$ cat src/rtl/mcpg_pkg.sv
`default_nettype none

package mcpg_pkg;

  localparam int COORD_W  = 14;
  localparam int CENTER_W = 12;
  localparam int RADIN_W  = 11;
  localparam int CFG_IDX_W = 8;

  localparam logic [CFG_IDX_W-1:0] REG_CENTER_X = 8'd0;
  localparam logic [CFG_IDX_W-1:0] REG_CENTER_Y = 8'd1;

  localparam logic [CENTER_W-1:0] CENTER_X_RESET = 12'd320;
  localparam logic [CENTER_W-1:0] CENTER_Y_RESET = 12'd240;

  localparam logic MODE_START   = 1'b0;
  localparam logic MODE_ADVANCE = 1'b1;

  localparam logic [2:0] POINT_LAST = 3'd7;

  typedef logic [COORD_W-1:0] coord_t;

  typedef struct packed {
    coord_t off_x;
    coord_t off_y;
    logic   has_point;
    logic   done;
  } step_t;

endpackage

`default_nettype wire

$ cat src/rtl/mcpg_if.sv
`default_nettype none

interface mcpg_in_if;
  import mcpg_pkg::*;
  logic               valid;
  logic               ready;
  logic               mode;
  logic [RADIN_W-1:0] radius;
  modport source (output valid, mode, radius, input ready);
  modport sink (input valid, mode, radius, output ready);
endinterface

interface mcpg_out_if;
  import mcpg_pkg::*;
  logic                      valid;
  logic                      ready;
  logic signed [COORD_W-1:0] point_x;
  logic signed [COORD_W-1:0] point_y;
  logic                      point_valid;
  logic                      last_of_step;
  logic                      circle_done;
  modport source (output valid, point_x, point_y, point_valid, last_of_step, circle_done,
                  input ready);
  modport sink (input valid, point_x, point_y, point_valid, last_of_step, circle_done,
                output ready);
endinterface

interface mcpg_cfg_if;
  import mcpg_pkg::*;
  logic                 valid;
  logic                 ready;
  logic [CFG_IDX_W-1:0] index;
  logic [CENTER_W-1:0]  data;
  modport source (output valid, index, data, input ready);
  modport sink (input valid, index, data, output ready);
endinterface

`default_nettype wire

$ cat src/rtl/mcpg_front.sv
`default_nettype none

module mcpg_front #(
  parameter int RADIUS_BITS = 11
) (
  input  wire logic           clk,
  input  wire logic           rst,
  mcpg_in_if.sink             item,
  input  wire logic           full,
  output logic                push,
  output mcpg_pkg::step_t     push_step
);
  import mcpg_pkg::*;

  localparam int DW = RADIUS_BITS + 3;

  logic [RADIUS_BITS-1:0] offset_x, offset_x_next;
  logic [RADIUS_BITS-1:0] offset_y, offset_y_next;
  logic [DW-1:0]          decision, decision_next;
  logic                   finished, finished_next;

  logic [RADIUS_BITS-1:0] r;
  logic [RADIUS_BITS-1:0] x_inc;
  logic [RADIUS_BITS-1:0] y_dec;
  logic [DW-1:0]          x_ext;
  logic [DW-1:0]          diff;
  logic                   noop;

  assign item.ready = !full;
  assign push       = item.valid && item.ready;

  assign r     = RADIUS_BITS'(item.radius);
  assign x_inc = offset_x + 1'b1;
  assign y_dec = offset_y - 1'b1;
  assign x_ext = {3'b000, x_inc};
  assign diff  = x_ext - {3'b000, y_dec};
  assign noop  = (item.mode == MODE_ADVANCE) && finished;

  always_comb begin
    offset_x_next = offset_x;
    offset_y_next = offset_y;
    decision_next = decision;
    finished_next = finished;
    if (item.mode == MODE_START) begin
      offset_x_next = '0;
      offset_y_next = r;
      decision_next = DW'(1) - {3'b000, r};
      finished_next = (r == '0);
    end else if (!finished) begin
      offset_x_next = x_inc;
      if (decision[DW-1]) begin
        decision_next = decision + {x_ext[DW-2:0], 1'b0} + DW'(1);
      end else begin
        offset_y_next = y_dec;
        decision_next = decision + {diff[DW-2:0], 1'b0} + DW'(1);
      end
      finished_next = !(offset_x_next < offset_y_next);
    end
  end

  always_comb begin
    push_step.off_x     = noop ? '0 : COORD_W'(offset_x_next);
    push_step.off_y     = noop ? '0 : COORD_W'(offset_y_next);
    push_step.has_point = !noop;
    push_step.done      = finished_next;
  end

  always_ff @(posedge clk) begin
    if (rst) begin
      offset_x <= '0;
      offset_y <= '0;
      decision <= '0;
      finished <= 1'b1;
    end else if (push) begin
      offset_x <= offset_x_next;
      offset_y <= offset_y_next;
      decision <= decision_next;
      finished <= finished_next;
    end
  end

endmodule

`default_nettype wire

$ cat src/rtl/mcpg_queue.sv
`default_nettype none

module mcpg_queue (
  input  wire logic             clk,
  input  wire logic             rst,
  input  wire logic             wr_en,
  input  wire mcpg_pkg::step_t  wr_data,
  output logic                  full,
  input  wire logic             rd_en,
  output logic                  rd_valid,
  output mcpg_pkg::step_t       rd_data
);
  import mcpg_pkg::*;

  step_t       slots [2];
  logic        wr_ptr;
  logic        rd_ptr;
  logic [1:0]  count;

  assign full     = (count == 2'd2);
  assign rd_valid = (count != 2'd0);
  assign rd_data  = slots[rd_ptr];

  always_ff @(posedge clk) begin
    if (wr_en) begin
      slots[wr_ptr] <= wr_data;
    end
  end

  always_ff @(posedge clk) begin
    if (rst) begin
      wr_ptr <= 1'b0;
      rd_ptr <= 1'b0;
      count  <= 2'd0;
    end else begin
      if (wr_en) begin
        wr_ptr <= !wr_ptr;
      end
      if (rd_en) begin
        rd_ptr <= !rd_ptr;
      end
      count <= count + 2'(wr_en) - 2'(rd_en);
    end
  end

  a_no_overflow: assert property (@(posedge clk) disable iff (rst) full |-> !wr_en)
    else $error("queue written while full");

  a_no_underflow: assert property (@(posedge clk) disable iff (rst) rd_en |-> rd_valid)
    else $error("queue read while empty");

endmodule

`default_nettype wire

$ cat src/rtl/mcpg_back.sv
`default_nettype none

module mcpg_back (
  input  wire logic                           clk,
  input  wire logic                           rst,
  input  wire logic                           head_valid,
  input  wire mcpg_pkg::step_t                head,
  output logic                                pop,
  input  wire logic [mcpg_pkg::CENTER_W-1:0]  center_x,
  input  wire logic [mcpg_pkg::CENTER_W-1:0]  center_y,
  mcpg_out_if.source                          result
);
  import mcpg_pkg::*;

  logic [2:0] k;
  logic       out_valid;
  logic       emit;
  logic       last;
  logic       swap;
  logic       neg_x;
  logic       neg_y;
  coord_t     ox;
  coord_t     oy;
  coord_t     cx;
  coord_t     cy;
  coord_t     px;
  coord_t     py;

  assign emit = head_valid && (!out_valid || result.ready);
  assign last = !head.has_point || (k == POINT_LAST);
  assign pop  = emit && last;

  always_comb begin
    swap  = 1'b0;
    neg_y = 1'b0;
    unique case (k) inside
      3'd2, 3'd7:       swap = 1'b1;
      3'd3, 3'd5: begin
        swap  = 1'b1;
        neg_y = 1'b1;
      end
      3'd1, 3'd4:       neg_y = 1'b1;
      default:          swap = 1'b0;
    endcase
  end

  assign neg_x = k[2];
  assign ox    = swap ? head.off_y : head.off_x;
  assign oy    = swap ? head.off_x : head.off_y;
  assign cx    = COORD_W'(center_x);
  assign cy    = COORD_W'(center_y);
  assign px    = neg_x ? cx - ox : cx + ox;
  assign py    = neg_y ? cy - oy : cy + oy;

  always_ff @(posedge clk) begin
    if (rst) begin
      k         <= '0;
      out_valid <= 1'b0;
    end else begin
      if (emit) begin
        k         <= last ? 3'd0 : k + 3'd1;
        out_valid <= 1'b1;
      end else if (result.ready) begin
        out_valid <= 1'b0;
      end
    end
  end

  always_ff @(posedge clk) begin
    if (emit) begin
      result.point_x      <= head.has_point ? px : '0;
      result.point_y      <= head.has_point ? py : '0;
      result.point_valid  <= head.has_point;
      result.last_of_step <= last;
      result.circle_done  <= last && head.done;
    end
  end

  assign result.valid = out_valid;

  a_mid_step_head: assert property (@(posedge clk) disable iff (rst)
      (k != 3'd0) |-> head_valid && head.has_point)
    else $error("step counter running without a point step at the head");

  a_nopoint_marks: assert property (@(posedge clk) disable iff (rst)
      out_valid && !result.point_valid |-> result.last_of_step && result.circle_done)
    else $error("no-point word without last and done marks");

  a_done_on_last: assert property (@(posedge clk) disable iff (rst)
      out_valid && result.circle_done |-> result.last_of_step)
    else $error("done mark off the last word of a step");

endmodule

`default_nettype wire

$ cat src/rtl/midpoint_circle_point_generator_unit.sv
// Each accepted input word is written into the step queue, and its points are registered from the
//   queue head into the output register of the point emitter.
// Each step item gives eight points, one per cycle on the result port while result.ready allows;
//   an advance after completion gives one no-point word.
// A two-entry step queue sits between the stepping front and the point emitter.
// Reset (rst, synchronous): center 320/240, no circle active, queue and output empty.
`default_nettype none

module midpoint_circle_point_generator_unit #(
  parameter int RADIUS_BITS = 11
) (
  input  wire logic    clk,
  input  wire logic    rst,
  mcpg_in_if.sink      item,
  mcpg_cfg_if.sink     cfg,
  mcpg_out_if.source   result
);
  import mcpg_pkg::*;

  logic [CENTER_W-1:0] center_x;
  logic [CENTER_W-1:0] center_y;
  logic                push;
  step_t               push_step;
  logic                full;
  logic                pop;
  logic                head_valid;
  step_t               head;

  assign cfg.ready = 1'b1;

  always_ff @(posedge clk) begin
    if (rst) begin
      center_x <= CENTER_X_RESET;
      center_y <= CENTER_Y_RESET;
    end else if (cfg.valid) begin
      if (cfg.index == REG_CENTER_X) begin
        center_x <= cfg.data;
      end else if (cfg.index == REG_CENTER_Y) begin
        center_y <= cfg.data;
      end
    end
  end

  mcpg_front #(
    .RADIUS_BITS (RADIUS_BITS)
  ) u_front (
    .clk       (clk),
    .rst       (rst),
    .item      (item),
    .full      (full),
    .push      (push),
    .push_step (push_step)
  );

  mcpg_queue u_queue (
    .clk      (clk),
    .rst      (rst),
    .wr_en    (push),
    .wr_data  (push_step),
    .full     (full),
    .rd_en    (pop),
    .rd_valid (head_valid),
    .rd_data  (head)
  );

  mcpg_back u_back (
    .clk        (clk),
    .rst        (rst),
    .head_valid (head_valid),
    .head       (head),
    .pop        (pop),
    .center_x   (center_x),
    .center_y   (center_y),
    .result     (result)
  );

endmodule

`default_nettype wire

$ cat src/flat_wrapper.sv
// flat-port wrapper written by rule: the top's interface ports become plain ports
module midpoint_circle_point_generator_unit_flat import mcpg_pkg::*;
#(
  parameter int RADIUS_BITS = 11
)
  (clk, rst, item_valid, item_mode, item_radius, item_ready, cfg_valid, cfg_index, cfg_data, cfg_ready, result_valid, result_point_x, result_point_y, result_point_valid, result_last_of_step, result_circle_done, result_ready);
  mcpg_in_if item_i ();
  mcpg_cfg_if cfg_i ();
  mcpg_out_if result_i ();
  input  wire logic clk;
  input  wire logic rst;
  input wire logic [$bits(item_i.valid)-1:0] item_valid;
  input wire logic [$bits(item_i.mode)-1:0] item_mode;
  input wire logic [$bits(item_i.radius)-1:0] item_radius;
  output wire logic [$bits(item_i.ready)-1:0] item_ready;
  input wire logic [$bits(cfg_i.valid)-1:0] cfg_valid;
  input wire logic [$bits(cfg_i.index)-1:0] cfg_index;
  input wire logic [$bits(cfg_i.data)-1:0] cfg_data;
  output wire logic [$bits(cfg_i.ready)-1:0] cfg_ready;
  output wire logic [$bits(result_i.valid)-1:0] result_valid;
  output wire logic [$bits(result_i.point_x)-1:0] result_point_x;
  output wire logic [$bits(result_i.point_y)-1:0] result_point_y;
  output wire logic [$bits(result_i.point_valid)-1:0] result_point_valid;
  output wire logic [$bits(result_i.last_of_step)-1:0] result_last_of_step;
  output wire logic [$bits(result_i.circle_done)-1:0] result_circle_done;
  input wire logic [$bits(result_i.ready)-1:0] result_ready;
  assign item_i.valid = item_valid;
  assign item_i.mode = item_mode;
  assign item_i.radius = item_radius;
  assign item_ready = item_i.ready;
  assign cfg_i.valid = cfg_valid;
  assign cfg_i.index = cfg_index;
  assign cfg_i.data = cfg_data;
  assign cfg_ready = cfg_i.ready;
  assign result_valid = result_i.valid;
  assign result_point_x = result_i.point_x;
  assign result_point_y = result_i.point_y;
  assign result_point_valid = result_i.point_valid;
  assign result_last_of_step = result_i.last_of_step;
  assign result_circle_done = result_i.circle_done;
  assign result_i.ready = result_ready;
  midpoint_circle_point_generator_unit #(.RADIUS_BITS(RADIUS_BITS)) u_core (.clk(clk), .rst(rst), .item(item_i), .cfg(cfg_i), .result(result_i));
endmodule
$ cat config.mk
export PLATFORM = sky130hd
export DESIGN_NAME = midpoint_circle_point_generator_unit_flat
export DESIGN_NICKNAME = d
export VERILOG_FILES = /design/src/rtl/mcpg_pkg.sv /design/src/rtl/mcpg_if.sv /design/src/rtl/mcpg_front.sv /design/src/rtl/mcpg_queue.sv /design/src/rtl/mcpg_back.sv /design/src/rtl/midpoint_circle_point_generator_unit.sv /design/src/flat_wrapper.sv
export SDC_FILE = /design/constraint.sdc
export NUM_CORES = 1
export LEC_CHECK = 0
export BUFFER_PORTS_ARGS = -buffer_cell sky130_fd_sc_hd__buf_4
export CAP_MARGIN = 15
export CORE_MARGIN = 2
export CORE_UTILIZATION = 50
export DETAILED_ROUTE_END_ITERATION = 10
export PLACE_DENSITY_LB_ADDON = 0.3
export SKIP_CTS_REPAIR_TIMING = 1
export SYNTH_ARGS = -nofsm -noshare
export SYNTH_HDL_FRONTEND = slang
export SYNTH_SLANG_ARGS = --single-unit
$ cat constraint.sdc
create_clock -name clk -period 7.1 [get_ports clk]
set_input_delay 1.065 -clock clk [delete_from_list [all_inputs] [get_ports clk]]
set_output_delay 1.065 -clock clk [all_outputs]
set_load 0.05 [all_outputs]
==> impl_results.md, run 1 <==
* Status: complete, no violations
* Ys async rst share at 0%
* CTS Buf Count at 17
* Max_cap viols at 0
* Post-Syn Area at around 10000 um^2
* Yosys warns at 0
* Footprint of the multi-input gates at 5890 um^2
* Cells after Synth at around 1100
* Port Buffers at 69
* Congestion Overflow GR at 0
* Critical-path maximum fanout at 9
* Num rows at 51
* Worst-path clk slew at approximately 0.070 ns
* Die ar. at 21200 um^2
* Vias in the first global route at 7702
* Post-synth EDFFs at just under 80
* DRT iter0 DRCs at 492
* WP data arrival at about 4.9 ns
* Clock Power Share at 19.9%
* Final wirelength at 23900 um
* Detail-routed via count per cell at slightly below 6
* Largest net degree at the start of global routing at 70
* Share of power burned in registers at 28.9%
* Fmax at 220 MHz
* Yosys top cell by area: edfxtp_1
* Peak supply drop at 0.190 mV
* Synth area leaders: edfxtp_1 24%, dfxtp_1 14%, ha_1 9.9%
* Area delta synth->final at 13.3%
* DP Wirelength at 17800 um
* Worst slew margin at between 20% and 30%
* Fraction of the cycle the final worst path needs at 63.9%
* Worst hold stages at 1
* CTS tree: done
* Least-Margin Pin Slew at approximately 1.1 ns
* Cell leakage power at approximately 4.6 nW
* Syn Area/Cell at 9.54 um^2
* Sink Count at 149
* Crit. End Element: flop
* Power Density at 374 nW/um^2
* Critical path class: reg2reg
* GRT Util Overall at 22.5%
* Antenna violations before repair at 0
* Met3 routed wirelength at 1220 um
* Cell variety after synth at between 60 and 70
* CTS root buf: clkbuf_16
* Die width at 146 um
* CP Data Required Time at 7.46 ns
* Synth Register Bits at 149
* Worst-skew pair later-pin latency at ~0.43 ns
* Clock skew at 0.00965 ns
* Share of cells above drive strength 1 at 14.1%
* # setup viols final at 0
* Sw Pwr at around 1.8 mW
* Detail Route met2 WL at between 10000 and 15000 um
* Setup WS post-layout at around 2.6 ns
* Int Pwr at 2.45 mW
* DR WL/cell at 17.2 um
* Minimum hold slack at 0.479 ns
* M1 wire length at 10400 um
* Die height at 146 um
* Antenna-violating nets left at 0
* Top Metal Used: met4
* Io pins at 71
* H-tree depth at 4
* Slew Viols, Final at 0
* Max Buffers Root-to-Sink at 2
* R2R depth at 18
* Seq/Total Area, Yosys at between 30% and 40%
* Vias post-DR at 8094
* Synth Flop Type: edfxtp_1
* Worst Hold Class: reg2reg
* Placer Congestion at between 0.8 and 0.9
* Register Area at 3770 um^2
* Non-Filler Instances at 1389
* RSZ-0062 raised after global routing: false
* DRC errors left at 0
* Hold violation count in the final report at 0
* Net Sw Frac at 42.3%
* Pre-antenna DRT Iters at 5
* First-pass GRT wire length at 38400 um
* Antenna Cells at 0
* Syn nets at 1172
* Pre-CTS setup slack at 2.71 ns
* Setup TNS at 0 ns
* Startpoint Class: flop
* Minimum clock period at approximately 4.5 ns
* Initial Util at 51.2%
* Placed cell count at 1357
* Comb pwr share at 51.1%
* # nets final at 1232
* Layout fillers at 1688
* Tot Pwr at around 4.2 mW
* Post-synth top area share at 23.7%
* Core area at 19600 um^2
-- cells in the mapped netlist, drive strengths merged, types with 10 or more instances --
cell / n
a21o: 13
buf: 13
mux2i: 34
o21ai: 35
o22ai: 11
o211ai: 10
ha: 79
or3: 10
a211oi: 26
nor3: 33
xor2: 30
nand2: 56
nand3: 15
inv: 52
nor2: 150
edfxtp: 79
clkbuf: 26
mux4: 18
dfxtp: 70
nor2b: 17
a31oi: 11
xnor2: 72
a21oi: 61
a22oi: 10
-- state kept, by name, summed over array words and instances (netlist names), 2 cells and up, named ones only --
signal / cells
u_core.u_queue.slots: 48
u_core.u_back.result.point_x: 14
u_core.u_back.k: 3
u_core.u_queue.count: 2
u_core.u_front.offset_y: 11
u_core.center_x: 12
u_core.u_front.decision: 14
u_core.u_front.offset_x: 11
u_core.u_back.result.point_y: 14
u_core.center_y: 12
-- cells by family (layout without fill, tap and decap cells) --
kind of cell / Yosys count / in the layout / synth area share [%]
AO/OA/AOI/OAI: 236 / 236 / 15.7
XOR/XNOR: 103 / 103 / 9.15
adder cells (fa/ha/maj): 84 / 84 / 10.9
buffers and inverters: 94 / 167 / 3.68
flip-flops: 149 / 149 / 37.6
multiplexers: 54 / 54 / 7.66
other: 1 / 1 / 0.0374
AND/OR/NAND/NOR: 330 / 330 / 15.3
-- critical path, cell delays in order, from the launching register on --
cell	delay, ns
dfxtp_1	0.52
ha_1	0.29
nand3_1	0.23
xor2_1	0.38
inv_1	0.19
ha_1	0.36
a21oi_1	0.19
nand2_1	0.07
a31oi_1	0.26
nor2_2	0.09
xor2_1	0.16
ha_1	0.36
nand2_1	0.09
a211oi_1	0.17
a31oi_1	0.10
a311oi_1	0.44
a31oi_1	0.17
xor2_1	0.17
a211oi_2	0.22
-- metal layers --
metal,up-vias,track usage (%)
li1,3944,-
met1,3866,28.1
met2,233,38.7
met3,51,3.51
met4,0,9.90
met5,-,0
-- metrics by stage --
stage | util [%] | instance area [um^2]
2_1_floorplan | - | 10000
3_5_place_dp | 55.2 | 10800
5_1_grt | 58.0 | 11400
6_report | 58.0 | 11400
4_1_cts | 58.0 | 11400
3_3_place_gp | 55.2 | 10800
-- power by group through the flow --
stage	logic [mW]	clock network, mW	registers, mW
floorplan	1.37	0	1.54
CTS	2.17	0.859	1.23
detailed placement	2.16	0	1.25
global route	2.36	0.891	1.25
finish	2.17	0.847	1.23
global placement	2.12	0	1.24
-- layout by cell type, fill, tap and decap left out, types with 18 or more instances in the layout --
master    instances
nor2_1          147
buf_4            80
ha_1             79
edfxtp_1         79
xnor2_1          72
dfxtp_1          70
a21oi_1          61
nand2_1          56
inv_1            52
o21ai_0          35
nor3_1           32
mux2i_1          32
xor2_1           30
a211oi_1         24
mux4_2           18
-- layout make-up --
cell class                      count  area share [%]
Tap cell                          265            2.92
Inverter                           55            1.82
Multi-Input combinational cell    808            51.9
Clock inverter                     15            1.09
Sequential cell                   149            33.2
Clock buffer                       17            3.75
Timing Repair Buffer               80            5.29
-- worst paths after layout --
path | to | slack, ns | startpoint
setup / recovery | u_core.u_front.decision[13]$_SDFFE_PP0P_ | 2.56 | u_core.u_front.offset_x[0]$_SDFFE_PP0P_
hold / removal | u_core.center_y[7]$_SDFFE_PP1P_ | 0.48 | u_core.center_y[7]$_SDFFE_PP1P_
setup reg to reg | u_core.u_front.decision[13]$_SDFFE_PP0P_ | 2.56 | u_core.u_front.offset_x[0]$_SDFFE_PP0P_
hold reg to reg | u_core.center_y[7]$_SDFFE_PP1P_ | 0.48 | u_core.center_y[7]$_SDFFE_PP1P_
Note: power is estimated with default switching activity, not from simulation.
==> run 2: changes to the inputs <==
- clock period: 7.1 -> 3.75 ns (I/O delays scaled with it)
==> impl_results.md, run 2 (same netlist as run 1, synthesis figures left out) <==
* First-pass GRT wire length at 39400 um
* DRT iter0 DRCs at around 520
* Io pins at 71
* WP data arrival at 4.07 ns
* CTS root buf: clkbuf_16
* Num rows at a little over 50
* Final wirelength at 25000 um
* Clock skew at between 0.01 and 0.015 ns
* DR WL/cell at roughly 17 um
* DRC errors left at 0
* Failing checks: negative setup slack
* Crit. End Element: flop
* Detail-routed via count per cell at 5.72
* Slew Viols, Final at 0
* Commonest non-fill, non-tap cell in the layout: nor2_1
* Critical path class: reg2reg
* Worst-path clk slew at ~0.070 ns
* Antenna Cells at 0
* Least-Margin Pin Slew at 1.09 ns
* # setup viols final at 2
* Layout fillers at between 1500 and 2000
* Area delta synth->final at 21.5%
* Placer Congestion at 0.912
* Most flop-heavy register: u_core.u_queue.slots
* Die ar. at 21200 um^2
* Peak supply drop at between 0.3 and 0.4 mV
* Cell leakage power at 5.02 nW
* Setup WS post-layout at -0.0299 ns
* Fmax at 265 MHz
* Die height at about 150 um
* Sink Count at 149
* # nets final at 1292
* Minimum hold slack at 0.355 ns
* Minimum clock period at 3.78 ns
* Antenna violations before repair at 0
* Startpoint Class: flop
* GRT Util Overall at 23.2%
* Commonest non-fill, non-tap cells in the layout: 145 x nor2_1, 137 x buf_4, 79 x edfxtp_1, 76 x ha_1, 70 x xnor2_1
* Vias in the first global route at slightly below 8000
* Initial Util at 51.2%
* Critical-path maximum fanout at 5
* CP Data Required Time at 4.04 ns
* Setup TNS at -0.0473 ns
* DP Wirelength at 18400 um
* H-tree depth at 4
* Vias post-DR at 8289
* Share of cells above drive strength 1 at 22.8%
* CTS Buf Count at 17
* Hold violation count in the final report at 0
* CTS tree: done
* RSZ-0062 raised after global routing: true
* Max_cap viols at 0
* Largest net degree at the start of global routing at 70
* Footprint of the multi-input gates at 6200 um^2
* Fraction of the cycle the final worst path needs at 101%
* Final Instance Area at ~12000 um^2
* Worst Hold Class: in2reg
* Pre-antenna DRT Iters at 5
* Antenna-violating nets left at 0
* Worst slew margin at between 20% and 30%
* Worst-skew pair later-pin latency at 0.43 ns
* Congestion Overflow GR at 0
* Core area at just under 20000 um^2
* Largest register FFs at 48
* Die width at 146 um
* Max Buffers Root-to-Sink at 2
* Status: complete, but fails checks
* Register Area at 3780 um^2
* Power Density at 704 nW/um^2
* Post-DP Area at 11300 um^2
* Port Buffers at 69
* Tot Pwr at about 8.6 mW
[run 2: where the power goes]
group	switching, mW	internal [mW]	leakage [nW]
combinational	2.66	1.87	3.40
sequential	0.151	2.17	1.33
clock	0.770	0.946	0.285
[run 2: per-layer routing]
metal	share of wire [%]	global-route usage [%]	vias to the layer above
met5	0	0	-
met4	3.4	9.80	0
met3	4.9	3.29	52
met2	48	39.8	266
met1	44	29.4	3922
li1	-	-	4049
[run 2: final timing paths]
kind,from,endpoint,slack [ns],cells after the start
setup reg to reg,u_core.u_front.offset_y[2]$_SDFFE_PP0P_,u_core.u_front.decision[13]$_SDFFE_PP0P_,-0.03,14
hold / removal,cfg_data[6],u_core.center_x[6]$_SDFFE_PP1P_,0.35,2
setup / recovery,u_core.u_front.offset_y[2]$_SDFFE_PP0P_,u_core.u_front.decision[13]$_SDFFE_PP0P_,-0.03,14
hold reg to reg,u_core.center_y[7]$_SDFFE_PP1P_,u_core.center_y[7]$_SDFFE_PP1P_,0.48,1
[run 2: metrics by stage]
stage	worst slack (ns)	utilization [%]	cells
finish	-0.0299	62.2	1449
global route	-0.207	62.2	1449
CTS	-0.111	60.6	1445
detailed placement	-0.0708	57.6	1413
global placement	-0.0345	57.6	1413
floorplan	0.00943	-	1051
[run 2: layout make-up]
type / instances / area share, %
clock inverters: 14 / 1.29
well taps: 265 / 2.72
inverters: 55 / 1.69
clock buffers: 18 / 3.52
repair buffers: 140 / 8.89
multi-input cells: 808 / 50.9
flip-flops and latches: 149 / 31.0
[run 2: worst max-delay path, stage by stage (launching register included)]
cell      delay [ns]
dfxtp_2         0.32
or4_4           0.56
or3_4           0.35
buf_4           0.14
o211a_1         0.11
o41a_1          0.44
nor2_2          0.16
xor2_1          0.17
ha_1            0.28
buf_4           0.17
a21oi_1         0.26
a311oi_2        0.18
a31oi_1         0.22
xor2_1          0.19
a211oi_2        0.08
==> run 3: changes to the inputs <==
- BUFFER_PORTS_ARGS: -buffer_cell sky130_fd_sc_hd__buf_4 -> -buffer_cell sky130_fd_sc_hd__clkbuf_2
- CORE_UTILIZATION: 50 -> 56
- CTS_CLUSTER_DIAMETER: unset -> 30
==> impl_results.md, run 3 (same netlist as run 1, synthesis figures left out) <==
* Num rows at 48
* DR WL/cell at 17.9 um
* H-tree depth at 4
* Setup TNS at -0.0473 ns
* Peak supply drop at ~0.60 mV
* Final wirelength at 25400 um
* Largest net degree at the start of global routing at 40
* Sink Count at 149
* Antenna-violating nets left at 0
* Least-Margin Pin Slew at 1.07 ns
* CTS tree: done
* Minimum hold slack at between 0.3 and 0.4 ns
* Max Buffers Root-to-Sink at 2
* Minimum clock period at ~3.8 ns
* Cell leakage power at 4.99 nW
* Worst Hold Class: in2reg
* Startpoint Class: flop
* Worst-path clk slew at 0.06 ns
* Die ar. at 19000 um^2
* Largest register FFs at 48
* Clock Power Share at 20.1%
* Die height at 138 um
* DP Wirelength at 18500 um
* Comb pwr share at about 53%
* Io pins at 71
* Worst-skew pair later-pin latency at 0.43 ns
* CTS root buf: clkbuf_16
* GRT Util Overall at 27.6%
* Placer Congestion at 0.929
* DRC errors left at 0
* Fmax at ~260 MHz
* Clock skew at 0.0149 ns
* Critical-path maximum fanout at 5
* Share of cells above drive strength 1 at 23.5%
* Antenna violations before repair at 0
* Pre-antenna DRT Iters at 5
* Congestion Overflow GR at 0
* Vias post-DR at 8441
* Critical path class: reg2reg
* Failing checks: negative setup slack
* Footprint of the multi-input gates at 6180 um^2
* Tot Pwr at 8.58 mW
* Initial Util at 57.6%
* Max_cap viols at 0
* Power Density at 714 nW/um^2
* Crit. End Element: flop
* Sw Pwr at 3.59 mW
* Commonest non-fill, non-tap cells in the layout: 146 x nor2_1, 79 x edfxtp_1, 78 x buf_4, 76 x ha_1, 72 x xnor2_1
* WP data arrival at between 4 and 5 ns
* Slew Viols, Final at 0
* Status: complete, but fails checks
* Area delta synth->final at 19.9%
* Core area at 17400 um^2
* Hold violation count in the final report at 0
* Setup WS post-layout at -0.0473 ns
* RSZ-0062 raised after global routing: true
* First-pass GRT wire length at 40400 um
* Share of power burned in registers at 27.2%
* Int Pwr at 4.98 mW
* CTS Buf Count at 17
* CP Data Required Time at 4.11 ns
* # nets final at 1302
* Die width at 138 um
* Port Buffers at 69
* Detail-routed via count per cell at a little under 6
* Net Sw Frac at a little over two fifths
* Commonest non-fill, non-tap cell in the layout: nor2_1
* Register Area at 3780 um^2
* Fraction of the cycle the final worst path needs at 101%
* DRT iter0 DRCs at 656
* Utilization after layout at 69.0%
* Worst slew margin at ~29%
* Most flop-heavy register: u_core.u_queue.slots
* # setup viols final at 1
* Layout fillers at 1302
* Vias in the first global route at 8101
* Antenna Cells at 0
[run 3: changes by cell type in the layout (fill, tap and decap cells not counted), sizes merged]
cell	previous run	this run
bufinv	1	2
clkbuf	18	89
clkinv	7	5
buf	140	81
clkinvlp	1	3
inv	60	57
[run 3: power by group through the flow]
stage                     Clock (mW)  Combinational, mW  Sequential [mW]
after floorplan                    0               2.62             2.91
after global placement             0               4.11             2.34
after detailed placement           0               4.19             2.35
after CTS                       1.73               4.24             2.32
after global routing            1.80               4.93             2.37
final                           1.72               4.53             2.33
[run 3: stage by stage]
step | std cells | area (um^2) | setup WS (ns)
floorplan | 1051 | 10100 | 0.00943
global placement | 1376 | 11100 | 0.00405
detailed placement | 1376 | 11100 | -0.0607
CTS | 1408 | 11700 | -0.132
global route | 1419 | 12000 | -0.145
finish | 1419 | 12000 | -0.0473
[run 3: critical path: stages, from the launching register on]
cell	delay (ns)
dfxtp_2	0.32
or4_4	0.57
or3_4	0.35
and2_4	0.17
ha_4	0.22
a21oi_4	0.12
nand2_1	0.07
a31oi_2	0.22
nor2_2	0.07
xor2_1	0.15
ha_1	0.31
nand2_2	0.06
a211oi_2	0.17
a31oi_2	0.07
a311oi_2	0.27
buf_4	0.17
xor2_1	0.15
o221ai_1	0.13
a21oi_1	0.14
[run 3: worst paths after layout]
| kind | startpoint | end | slack (ns) | depth (start not counted) |
|---|---|---|---|---|
| worst max-delay path | u_core.u_front.offset_y[3]$_SDFFE_PP0P_ | u_core.u_front.decision[11]$_SDFFE_PP0P_ | -0.05 | 18 |
| worst min-delay path | cfg_data[6] | u_core.center_x[6]$_SDFFE_PP1P_ | 0.38 | 2 |
| worst max register to register | u_core.u_front.offset_y[3]$_SDFFE_PP0P_ | u_core.u_front.decision[11]$_SDFFE_PP0P_ | -0.05 | 18 |
| worst min register to register | u_core.center_y[5]$_SDFFE_PP1P_ | u_core.center_y[5]$_SDFFE_PP1P_ | 0.48 | 1 |
[run 3: cell type report]
cell class	count	share of cell area (%)
multi-input combinational	808	51.4
sequential	149	31.4
inverter	55	1.72
tap	225	2.34
clock inverter	12	1.20
clock buffer	20	3.72
timing repair buffer	150	8.17
[run 3: layer usage]
| layer | GRT usage, % | part of all wire, % |
|---|---|---|
| met1 | 34.0 | 41 |
| met2 | 48.3 | 50 |
| met3 | 4.71 | 5.7 |
| met4 | 10.7 | 2.8 |
| met5 | 0 | 0 |
